$ cat config.mk
export PLATFORM = sky130hd
export DESIGN_NAME = ima4_adpcm_block_decoder_unit
export DESIGN_NICKNAME = d
export VERILOG_FILES = /design/src/rtl/core/ima4dec_pkg.sv /design/src/rtl/core/ima4dec_chan_unit.sv /design/src/rtl/core/ima4dec_out_fifo.sv /design/src/rtl/core/ima4_adpcm_block_decoder_unit.sv
export SDC_FILE = /design/constraint.sdc
export NUM_CORES = 1
export LEC_CHECK = 0
export BUFFER_PORTS_ARGS = -buffer_cell sky130_fd_sc_hd__buf_2
export CORE_UTILIZATION = 60
export DETAILED_ROUTE_END_ITERATION = 8
export GPL_ROUTABILITY_DRIVEN = 0
export PLACE_DENSITY = 0.78
export SLEW_MARGIN = 10
export SYNTH_ARGS = -nofsm -noshare
export SYNTH_HDL_FRONTEND = slang
export SYNTH_HIERARCHICAL = 1
export SYNTH_SLANG_ARGS = --single-unit
$ cat constraint.sdc
create_clock -name clk -period 14.9 [get_ports clk]
set_input_delay 2.98 -clock clk [delete_from_list [all_inputs] [get_ports clk]]
set_output_delay 2.98 -clock clk [all_outputs]
set_load 0.01 [all_outputs]
$ cat src/rtl/core/ima4dec_pkg.sv
// shared types, constants and the ima/dvi step arithmetic for the ima4 block decoder
// no dependencies; imported by every module of the block
package ima4dec_pkg;

  localparam int DATA_BYTES = 32;
  localparam int STORE_AW   = $clog2(DATA_BYTES);
  localparam int FIFO_DEPTH = 4;
  localparam int FIFO_AW    = $clog2(FIFO_DEPTH);
  localparam int FIFO_CW    = FIFO_AW + 1;

  localparam logic [6:0] BLK_BYTES  = 7'(DATA_BYTES + 2);
  localparam logic [6:0] PAIR_BYTES = 7'(2 * (DATA_BYTES + 2));
  localparam logic [6:0] IDX_MAX    = 7'd88;

  // one channel-state operation: header load or one nibble step
  typedef struct packed {
    logic        valid;
    logic        hdr;
    logic        chan;
    logic [3:0]  code;
    logic        last;
    logic [15:0] hdr_pred;
    logic [6:0]  hdr_idx;
  } op_t;

  typedef struct packed {
    logic [15:0] sample;
    logic        chan;
    logic        last;
  } res_t;

  typedef struct packed {
    logic [15:0] pred;
    logic [6:0]  idx;
  } chst_t;

  function automatic logic [14:0] step_size(input logic [6:0] idx);
    logic [14:0] s;
    case (idx)
      7'd0: s = 15'd7;       7'd1: s = 15'd8;       7'd2: s = 15'd9;
      7'd3: s = 15'd10;      7'd4: s = 15'd11;      7'd5: s = 15'd12;
      7'd6: s = 15'd13;      7'd7: s = 15'd14;      7'd8: s = 15'd16;
      7'd9: s = 15'd17;      7'd10: s = 15'd19;     7'd11: s = 15'd21;
      7'd12: s = 15'd23;     7'd13: s = 15'd25;     7'd14: s = 15'd28;
      7'd15: s = 15'd31;     7'd16: s = 15'd34;     7'd17: s = 15'd37;
      7'd18: s = 15'd41;     7'd19: s = 15'd45;     7'd20: s = 15'd50;
      7'd21: s = 15'd55;     7'd22: s = 15'd60;     7'd23: s = 15'd66;
      7'd24: s = 15'd73;     7'd25: s = 15'd80;     7'd26: s = 15'd88;
      7'd27: s = 15'd97;     7'd28: s = 15'd107;    7'd29: s = 15'd118;
      7'd30: s = 15'd130;    7'd31: s = 15'd143;    7'd32: s = 15'd157;
      7'd33: s = 15'd173;    7'd34: s = 15'd190;    7'd35: s = 15'd209;
      7'd36: s = 15'd230;    7'd37: s = 15'd253;    7'd38: s = 15'd279;
      7'd39: s = 15'd307;    7'd40: s = 15'd337;    7'd41: s = 15'd371;
      7'd42: s = 15'd408;    7'd43: s = 15'd449;    7'd44: s = 15'd494;
      7'd45: s = 15'd544;    7'd46: s = 15'd598;    7'd47: s = 15'd658;
      7'd48: s = 15'd724;    7'd49: s = 15'd796;    7'd50: s = 15'd876;
      7'd51: s = 15'd963;    7'd52: s = 15'd1060;   7'd53: s = 15'd1166;
      7'd54: s = 15'd1282;   7'd55: s = 15'd1411;   7'd56: s = 15'd1552;
      7'd57: s = 15'd1707;   7'd58: s = 15'd1878;   7'd59: s = 15'd2066;
      7'd60: s = 15'd2272;   7'd61: s = 15'd2499;   7'd62: s = 15'd2749;
      7'd63: s = 15'd3024;   7'd64: s = 15'd3327;   7'd65: s = 15'd3660;
      7'd66: s = 15'd4026;   7'd67: s = 15'd4428;   7'd68: s = 15'd4871;
      7'd69: s = 15'd5358;   7'd70: s = 15'd5894;   7'd71: s = 15'd6484;
      7'd72: s = 15'd7132;   7'd73: s = 15'd7845;   7'd74: s = 15'd8630;
      7'd75: s = 15'd9493;   7'd76: s = 15'd10442;  7'd77: s = 15'd11487;
      7'd78: s = 15'd12635;  7'd79: s = 15'd13899;  7'd80: s = 15'd15289;
      7'd81: s = 15'd16818;  7'd82: s = 15'd18500;  7'd83: s = 15'd20350;
      7'd84: s = 15'd22385;  7'd85: s = 15'd24623;  7'd86: s = 15'd27086;
      7'd87: s = 15'd29794;
      default: s = 15'd32767;
    endcase
    return s;
  endfunction

  function automatic chst_t dvi_step(input chst_t cur, input logic [3:0] code);
    logic [14:0]        st;
    logic [16:0]        diff;
    logic signed [17:0] p;
    logic signed [7:0]  i;
    chst_t              r;
    st   = step_size(cur.idx);
    diff = 17'(st >> 3);
    if (code[2]) diff = diff + 17'(st);
    if (code[1]) diff = diff + 17'(st >> 1);
    if (code[0]) diff = diff + 17'(st >> 2);
    p = {{2{cur.pred[15]}}, cur.pred};
    if (code[3]) p = p - $signed({1'b0, diff});
    else         p = p + $signed({1'b0, diff});
    if (p > 18'sd32767)       r.pred = 16'h7fff;
    else if (p < -18'sd32768) r.pred = 16'h8000;
    else                      r.pred = p[15:0];
    i = $signed({1'b0, cur.idx});
    if (code[2]) i = i + $signed({5'b0, code[1:0], 1'b0}) + 8'sd2;
    else         i = i - 8'sd1;
    if (i < 8'sd0)                         r.idx = 7'd0;
    else if (i > $signed({1'b0, IDX_MAX})) r.idx = IDX_MAX;
    else                                   r.idx = i[6:0];
    return r;
  endfunction

endpackage

$ cat src/rtl/core/ima4dec_chan_unit.sv
// channel state memory (predictor and step index per channel) with read-modify-write
// and forwarding of the previous write; depends on ima4dec_pkg
module ima4dec_chan_unit (
  input  logic               clk,
  input  logic               rst,
  input  ima4dec_pkg::op_t   op_in,
  output ima4dec_pkg::res_t  res,
  output logic               res_valid
);
  import ima4dec_pkg::*;

  chst_t      chan_mem [2];
  logic [1:0] chan_vld;
  chst_t      rd;
  logic       rd_vld;
  op_t        op;
  chst_t      fwd;
  logic       fwd_chan;
  logic       fwd_valid;
  chst_t      cur;
  chst_t      nxt;

  always_ff @(posedge clk) begin
    rd <= chan_mem[op_in.chan];
    if (op.valid) chan_mem[op.chan] <= nxt;
  end

  always_ff @(posedge clk) begin
    fwd      <= nxt;
    fwd_chan <= op.chan;
    if (rst) begin
      op        <= '0;
      chan_vld  <= 2'b00;
      rd_vld    <= 1'b0;
      fwd_valid <= 1'b0;
    end else begin
      op        <= op_in;
      rd_vld    <= chan_vld[op_in.chan];
      fwd_valid <= op.valid;
      if (op.valid) chan_vld[op.chan] <= 1'b1;
    end
  end

  // the entry written last cycle was read before the write landed
  always_comb begin
    if (fwd_valid && fwd_chan == op.chan) cur = fwd;
    else if (rd_vld)                      cur = rd;
    else                                  cur = '0;
    if (op.hdr) nxt = {op.hdr_pred, op.hdr_idx};
    else        nxt = dvi_step(cur, op.code);
  end

  assign res       = {nxt.pred, op.chan, op.last};
  assign res_valid = op.valid & ~op.hdr;

endmodule

$ cat src/rtl/core/ima4dec_out_fifo.sv
// small output queue for decoded samples, flip-flop storage
// depends on ima4dec_pkg
module ima4dec_out_fifo (
  input  logic                                clk,
  input  logic                                rst,
  input  logic                                push,
  input  ima4dec_pkg::res_t                   push_data,
  input  logic                                pop,
  output ima4dec_pkg::res_t                   head,
  output logic                                not_empty,
  output logic [ima4dec_pkg::FIFO_CW-1:0]     cnt
);
  import ima4dec_pkg::*;

  res_t               fifo_mem [FIFO_DEPTH];
  logic [FIFO_AW-1:0] wr_ptr;
  logic [FIFO_AW-1:0] rd_ptr;
  logic               do_pop;

  assign not_empty = (cnt != '0);
  assign head      = fifo_mem[rd_ptr];
  assign do_pop    = pop & not_empty;

  always_ff @(posedge clk) begin
    if (push) fifo_mem[wr_ptr] <= push_data;
  end

  always_ff @(posedge clk) begin
    if (rst) begin
      wr_ptr <= '0;
      rd_ptr <= '0;
      cnt    <= '0;
    end else begin
      if (push)   wr_ptr <= wr_ptr + 1'b1;
      if (do_pop) rd_ptr <= rd_ptr + 1'b1;
      cnt <= cnt + FIFO_CW'(push) - FIFO_CW'(do_pop);
    end
  end

endmodule

$ cat src/rtl/core/ima4_adpcm_block_decoder_unit.sv
// top level of the ima4 adpcm block decoder: byte framing, left byte store, op sequencer
// depends on ima4dec_pkg, ima4dec_chan_unit and ima4dec_out_fifo
//
// Decodes a QuickTime IMA4 byte stream (34-byte blocks: two header bytes, then 32 data
// bytes of 64 nibbles, low nibble first) into signed 16-bit samples, one beat of output
// per clock at most. A header byte or a stereo left-block byte gives no sample; a mono
// data byte yields two samples and a stereo right-block byte yields four (L,R,L,R, the
// left nibbles coming from the stored left byte at the same offset), one op per sample.
// The channel-state memory does one read-modify-write step per cycle; sample ops wait
// while the output queue lacks room, and a new byte can be taken while the last op of
// the previous byte issues. A small output queue lets input carry on while the sink
// stalls. Writing stereo_mode (register 0) restarts block framing and must only be done
// while the block is idle. No clearing pass is needed after reset.
module ima4_adpcm_block_decoder_unit (
  input  logic        clk,
  input  logic        rst,
  input  logic        psel,
  input  logic        penable,
  input  logic        pwrite,
  input  logic [2:0]  paddr,
  input  logic [31:0] pwdata,
  output logic [31:0] prdata,
  output logic        pready,
  input  logic        s_tvalid,
  output logic        s_tready,
  input  logic [7:0]  s_tdata,   // [7:0] in_byte
  output logic        m_tvalid,
  input  logic        m_tready,
  output logic [15:0] m_tdata,   // [15:0] sample
  output logic        m_tuser,   // [0] channel
  output logic        m_tlast
);
  import ima4dec_pkg::*;

  localparam logic [1:0] JOB_HDR  = 2'd0;
  localparam logic [1:0] JOB_MONO = 2'd1;
  localparam logic [1:0] JOB_PAIR = 2'd2;

  logic                stereo_mode;
  logic [6:0]          pos;
  logic [7:0]          header_high;
  logic                job_valid;
  logic [1:0]          job_kind;
  logic [1:0]          job_step;
  logic [7:0]          job_byte;
  logic                job_chan;
  logic [15:0]         job_pred;
  logic [6:0]          job_idx;
  logic [7:0]          left_store [DATA_BYTES];
  logic [7:0]          lb_rd;

  logic                cfg_wr;
  logic                in_acc;
  logic [6:0]          limit;
  logic [6:0]          pos_eff;
  logic [6:0]          pos_inc;
  logic [6:0]          pos_next;
  logic                first_blk;
  logic [6:0]          off;
  logic [6:0]          off_m2;
  logic [STORE_AW-1:0] sidx;
  logic                is_hdr_hi;
  logic                is_hdr_lo;
  logic                is_store;
  logic                is_pair;
  logic                load_job;
  logic [1:0]          new_kind;
  logic [6:0]          new_idx;

  logic [1:0]          last_step;
  logic                needs_out;
  logic                credit_ok;
  logic                issue;
  logic                job_done;
  logic [7:0]          src_byte;
  logic                half;
  op_t                 op;

  res_t                res;
  logic                res_valid;
  res_t                head;
  logic [FIFO_CW-1:0]  fifo_cnt;

  // configuration port
  assign pready = 1'b1;
  assign cfg_wr = psel & penable & pwrite & pready;
  assign prdata = paddr[2] ? 32'd0 : {31'd0, stereo_mode};

  // framing of the incoming byte
  assign in_acc    = s_tvalid & s_tready;
  assign limit     = stereo_mode ? PAIR_BYTES : BLK_BYTES;
  assign pos_eff   = (pos >= limit) ? 7'd0 : pos;
  assign pos_inc   = pos_eff + 7'd1;
  assign pos_next  = (pos_inc >= limit) ? 7'd0 : pos_inc;
  assign first_blk = (pos_eff < BLK_BYTES);
  assign off       = first_blk ? pos_eff : pos_eff - BLK_BYTES;
  assign off_m2    = off - 7'd2;
  assign sidx      = off_m2[STORE_AW-1:0];
  assign is_hdr_hi = (off == 7'd0);
  assign is_hdr_lo = (off == 7'd1);
  assign is_store  = ~is_hdr_hi & ~is_hdr_lo & stereo_mode & first_blk;
  assign is_pair   = ~is_hdr_hi & ~is_hdr_lo & stereo_mode & ~first_blk;
  assign load_job  = in_acc & ~is_hdr_hi & ~is_store;
  assign new_kind  = is_hdr_lo ? JOB_HDR : (is_pair ? JOB_PAIR : JOB_MONO);
  assign new_idx   = (s_tdata[6:0] > IDX_MAX) ? IDX_MAX : s_tdata[6:0];

  always_ff @(posedge clk) begin
    if (in_acc && is_store) left_store[sidx] <= s_tdata;
    if (in_acc && is_pair)  lb_rd <= left_store[sidx];
  end

  always_ff @(posedge clk) begin
    if (in_acc && is_hdr_hi) header_high <= s_tdata;
    if (load_job) begin
      job_kind <= new_kind;
      job_byte <= s_tdata;
      job_chan <= ~first_blk;
      job_pred <= {header_high, s_tdata[7], 7'd0};
      job_idx  <= new_idx;
    end
  end

  always_ff @(posedge clk) begin
    if (rst) begin
      stereo_mode <= 1'b0;
      pos         <= 7'd0;
      job_valid   <= 1'b0;
      job_step    <= 2'd0;
    end else begin
      if (cfg_wr && !paddr[2]) begin
        stereo_mode <= pwdata[0];
        pos         <= 7'd0;
      end else if (in_acc) begin
        pos <= pos_next;
      end
      if (load_job) begin
        job_valid <= 1'b1;
        job_step  <= 2'd0;
      end else if (job_done) begin
        job_valid <= 1'b0;
      end else if (issue) begin
        job_step <= job_step + 2'd1;
      end
    end
  end

  // op sequencer: one channel-state op per cycle, sample ops gated by output queue room
  always_comb begin
    case (job_kind)
      JOB_HDR:  last_step = 2'd0;
      JOB_MONO: last_step = 2'd1;
      JOB_PAIR: last_step = 2'd3;
      default:  last_step = 2'd0;
    endcase
  end

  assign needs_out = (job_kind != JOB_HDR);
  assign credit_ok = ({1'b0, fifo_cnt} + (FIFO_CW + 1)'(res_valid))
                     < (FIFO_CW + 1)'(FIFO_DEPTH);
  assign issue     = job_valid & (~needs_out | credit_ok);
  assign job_done  = issue & (job_step == last_step);
  assign s_tready  = ~job_valid | job_done;

  // pair order: left low, right low, left high, right high
  assign src_byte = (job_kind == JOB_PAIR && !job_step[0]) ? lb_rd : job_byte;
  assign half     = (job_kind == JOB_PAIR) ? job_step[1] : job_step[0];

  always_comb begin
    op.valid    = issue;
    op.hdr      = (job_kind == JOB_HDR);
    op.chan     = (job_kind == JOB_HDR) ? job_chan
                : ((job_kind == JOB_PAIR) ? job_step[0] : 1'b0);
    op.code     = half ? src_byte[7:4] : src_byte[3:0];
    op.last     = (job_step == last_step);
    op.hdr_pred = job_pred;
    op.hdr_idx  = job_idx;
  end

  ima4dec_chan_unit u_chan (
    .clk       (clk),
    .rst       (rst),
    .op_in     (op),
    .res       (res),
    .res_valid (res_valid)
  );

  ima4dec_out_fifo u_fifo (
    .clk       (clk),
    .rst       (rst),
    .push      (res_valid),
    .push_data (res),
    .pop       (m_tready),
    .head      (head),
    .not_empty (m_tvalid),
    .cnt       (fifo_cnt)
  );

  assign m_tdata = head.sample;
  assign m_tuser = head.chan;
  assign m_tlast = head.last;

  // queue never written while full
  a_no_overflow: assert property (@(posedge clk) disable iff (rst)
    res_valid |-> fifo_cnt < FIFO_CW'(FIFO_DEPTH))
    else $error("output queue overflow");

  // right-channel samples only arise in stereo mode
  a_right_only_stereo: assert property (@(posedge clk) disable iff (rst)
    (m_tvalid && m_tuser) |-> stereo_mode)
    else $error("right channel sample in mono mode");

  // a finished job leaves the slot empty or holds a fresh job at its first step
  a_job_restart: assert property (@(posedge clk) disable iff (rst)
    job_done |=> (!job_valid || job_step == 2'd0))
    else $error("job step not restarted");

endmodule
==> impl.org <==
** CTS
- Quantity of hold-fixing buffers added after cts :: 0
- Max Buffers Root-to-Sink :: 3
- Cell chosen for the clock root :: sky130_fd_sc_hd__clkbuf_16
- Clock-pin slew reported for the worst setup and hold paths after clock tree synthesis :: 70 ps
- TritonCTS clock tree :: yes
- Maximum level of the CTS H-tree :: 2
- # Post-CTS Setup Buffers :: 0
- Clock latency on the worst-skew pair, taken at its later pin, is 570 ps.
- Sink Count :: 518
- Gates resized during post-CTS repair numbered 0.
- Inserted Clock Buffers :: 49

** Floorplanning
- The floorplan step defined a die boundary enclosing 47280 um2.
- Initial cell density of the core :: 0.6111
- Die boundary width :: 217.5 um
- Number of ports placed on the die boundary :: 103
- Placeable core region :: 45580 um2
- The floorplan has 78 rows.
- The floorplan step set the die height to 217.5 um.

** Global route
- GRT Overall Usage :: 0.2900
- Global route overflow :: 0
- The first global-routing pass estimated 108400 um of wire.
- Vias in the first global route :: 19.79k
- Entering global routing, the biggest net connects 104 pins.
- Antenna violations before repair :: 0

** Synthesis
- The complex-gate fraction of the synthesized area was 0.1611.
- Combinational family with the most area after synthesis :: compound AO/OA/AOI/OAI gates
- Of the total synthesized cell area, the portion taken by full adders, half adders and majority gates is 0.04789.
- In this run, synthesis produced a sequential element count of 518.
- Ranked by total cell area, the synthesized netlist is headed by sky130_fd_sc_hd__edfxtp_1, sky130_fd_sc_hd__dfxtp_1, sky130_fd_sc_hd__ha_1.
- The synthesized design contains 416 enable-type register cells.
- XOR/XNOR Fraction of Synth Area :: 0.02799
- Synthesized area per cell :: 11.01 um2
- Share of the yosys chip area belonging to registers :: 0.5218
- Synthesized instance count :: 2529
- The netlist uses 117 different library cells.
- The synthesized design spends more area on one cell type than any other, namely sky130_fd_sc_hd__edfxtp_1.
- The share of synthesized area in the top cell type comes to 0.4485.
- The cell area that synthesis handed to floorplanning was 27850 um2.
- Measured against the total synthesized area, the mux share comes to 0.04093.
- Of the total synthesized cell area, the portion taken by AND, OR, NAND and NOR gates is 0.1509.
- Synth Flop Type :: sky130_fd_sc_hd__edfxtp_1
- For this run, the number of Yosys warnings is 6.
- Share of async-settable or async-resettable flops after synthesis :: 0

** Setup path
- STA classifies the critical path startpoint as a register.
- Largest fanout of any net on the critical path :: 41
- The startpoint identified for the worst register-to-register timing path is u_chan/res[1].
- The largest single stage delay on the critical path is 1040 ps.
- Worst Setup End Kind :: register
- Data on the critical path is required at its endpoint by 15090 ps.
- CP Launch Point :: u_chan/res[1]
- By startpoint and endpoint, the worst setup path is classified as register to register.
- At the worst endpoint, the arrival time is 13390 ps.
- Cell with the largest stage delay on the worst path :: sky130_fd_sc_hd__a221oi_1
- Setup slack on the worst reg-to-reg path comes out at 1700 ps.

** Hold path
- Type of the tightest min-delay check :: register to register
- The startpoint identified for the worst hold timing path is header_high[4].

** Cells and area
- Commonest cells after routing, fill and taps aside :: sky130_fd_sc_hd__edfxtp_1, sky130_fd_sc_hd__nand2_1, sky130_fd_sc_hd__nor2_1
- Area used by sequential logic in the layout :: 14540 um2
- Growth of design area from synthesis to finish :: 6.056%
- Layout cell share with drive strength beyond 1 :: 0.09790
- At the end of the flow, the number of nets in the layout was 2636.
- Number of diodes added for antenna fixing :: 0
- Share of the core filled with cells in the final layout :: 0.6481
- For this run, the number of standard cells in the final layout without fillers is 3123.
- Number of fillers in the final layout :: 3332
- The library cell used most frequently in the layout, excluding fill and tap cells, is sky130_fd_sc_hd__edfxtp_1.
- Combined area of the multi-input logic cells :: 12120 um2

** Routing
- Post-detailed-route wirelength per cell :: 22.25 um
- Total via count in the routed design :: 20.63k
- Post-detailed-route via-to-cell ratio :: 6.605
- In the routed design, unresolved DRC markers number 17.
- Iteration-0 DRC count of the detailed router :: 2942
- Antenna-violating nets left :: 0
- After detailed routing, the total wire length is 69480 um.
- Pre-antenna DRT Iters :: 9

** Pwr
- Of the total power, the clock network draws 0.333.
- Power per cell area :: 120.2 nW/um2
- Total Power :: 0.003550 W
- Combinational Power Share :: 0.183
- VDD sags by at most 0.1292 mV.
- Of the total power, the share spent switching nets is 0.2771.
- The analysis attributes to net switching a power of 0.0009837 W.
- Leak pwr :: 10.44 nW
- The share of total power dissipated in sequential elements is 0.484.
- The internal portion of the total power is 0.002567 W.

** Run
- The tool flagged a number of max-cap violations equal to 0.

** STA
- Maximum achievable frequency :: 75.76 MHz
- For the pin with the worst max-slew slack, the measured transition is 1234 ps.
- For the finished layout, the period the worst path requires is 13200 ps.
- Summed over all failing endpoints, the final setup total negative slack is 0 ps.
- Total setup violations reported at the end of the flow :: 0
- Setup repair after global routing left no endpoint under its margin.
- In this run the tightest slew margin relative to its limit is 0.1775.
- Of the available clock period, the critical path in the final layout requires 0.8859.
- For the final database, setup skew stands at 23.47 ps.
- Final count of hold timing violations :: 0
- Number of max-slew violations in the final report :: 0

** Run status
- Violations in the final reports :: design-rule violations
- The flow ran to the end, but the final reports show violations.

** Place
- Dpl cells :: 3032
- Once detailed placement completed, the half-perimeter wirelength came to 45860 um.
- Number of buffer cells added on primary ports :: 37
-- worst paths after layout --
check | end | cells past startpoint
worst max-delay path | u_chan/chan_mem[1][7] | 43
worst min-delay path | job_pred[12] | 0
worst max register to register | u_chan/chan_mem[1][7] | 43
worst min register to register | job_pred[12] | 0
-- flip-flops by register name, summed over array words and instances, names as in the netlist, 9 cells and up, named ones only --
register and flops:
u_chan/op 29, u_chan/rd 23, left_store 256, u_fifo/fifo_mem 72, u_chan/chan_mem 46, job_pred 9, u_chan/fwd 23
-- stage by stage --
step,hold WS (ps),setup WS [ps],instance area (um2)
5_1_grt,420.6,934.0,29540
6_report,419.6,1700,29540
3_5_place_dp,407.0,2158,28030
2_1_floorplan,400.3,4350,27990
4_1_cts,413.6,2122,29540
3_3_place_gp,400.9,2672,28030
-- area by class of cell --
cell class	instances	share of cell area
Clock buffer	78	0.04693
Clock inverter	13	0.004151
Inverter	59	0.007540
Multi-Input combinational cell	1789	0.4102
Sequential cell	518	0.4921
Tap cell	600	0.02542
Timing Repair Buffer	66	0.01364
-- power groups by stage --
stage	Combinational, W	Sequential, W	Clock, W
floorplan	0.000536	0.00171	0
global placement	0.000613	0.00174	0
detailed placement	0.000638	0.00175	0
CTS	0.000642	0.00172	0.00119
global route	0.000701	0.00172	0.00125
finish	0.000650	0.00172	0.00118
-- cell usage after synthesis, drive strengths merged (16+ instances only) --
| cell | n |
|---|---|
| nand2b | 22 |
| a21o | 22 |
| nor2b | 57 |
| nor2 | 206 |
| clkbuf | 76 |
| nand3 | 85 |
| dfxtp | 102 |
| nand4 | 20 |
| edfxtp | 416 |
| a21oi | 94 |
| o211ai | 38 |
| mux4 | 18 |
| a22oi | 21 |
| xor2 | 33 |
| and2 | 28 |
| o311ai | 26 |
| a211oi | 28 |
| nor4 | 29 |
| or3 | 32 |
| mux2i | 31 |
| nor3 | 60 |
| inv | 57 |
| o2111ai | 24 |
| xnor2 | 49 |
| o21a | 20 |
| o31ai | 16 |
| o22a | 19 |
| nand2 | 253 |
| a31oi | 37 |
| ha | 97 |
| buf | 124 |
| mux2 | 35 |
| o21ai | 137 |
-- cell families (layout without fill, tap and decap cells) --
family                     Yosys count  after routing
and+or+nand+nor                    855            855
muxes                               84             84
buffers and inverters              259            216
other                                2             39
DFF                                518            518
xor gates and xnor gates            84             84
adders and majority gates          103            103
AOI/OAI and AO/OA                  624            624
-- per-layer routing --
layer / routed length (um) / vias up / track usage
met5: 0 / - / 0
met4: 3005 / 0 / 0.1239
met3: 5950 / 251 / 0.04700
met2: 33760 / 1096 / 0.4867
met1: 26760 / 9898 / 0.3723
li1: - / 9382 / -
-- critical path, delay by kind of cell (launching register included) --
kind	cells	cell delay, ps
AOI/OAI and AO/OA	19	5830
adders and majority gates	7	2520
and+or+nand+nor	8	1440
xor gates and xnor gates	5	1280
buffers and inverters	3	730
DFF	1	680
muxes	1	320
Note: power is estimated with default switching activity, not from simulation.
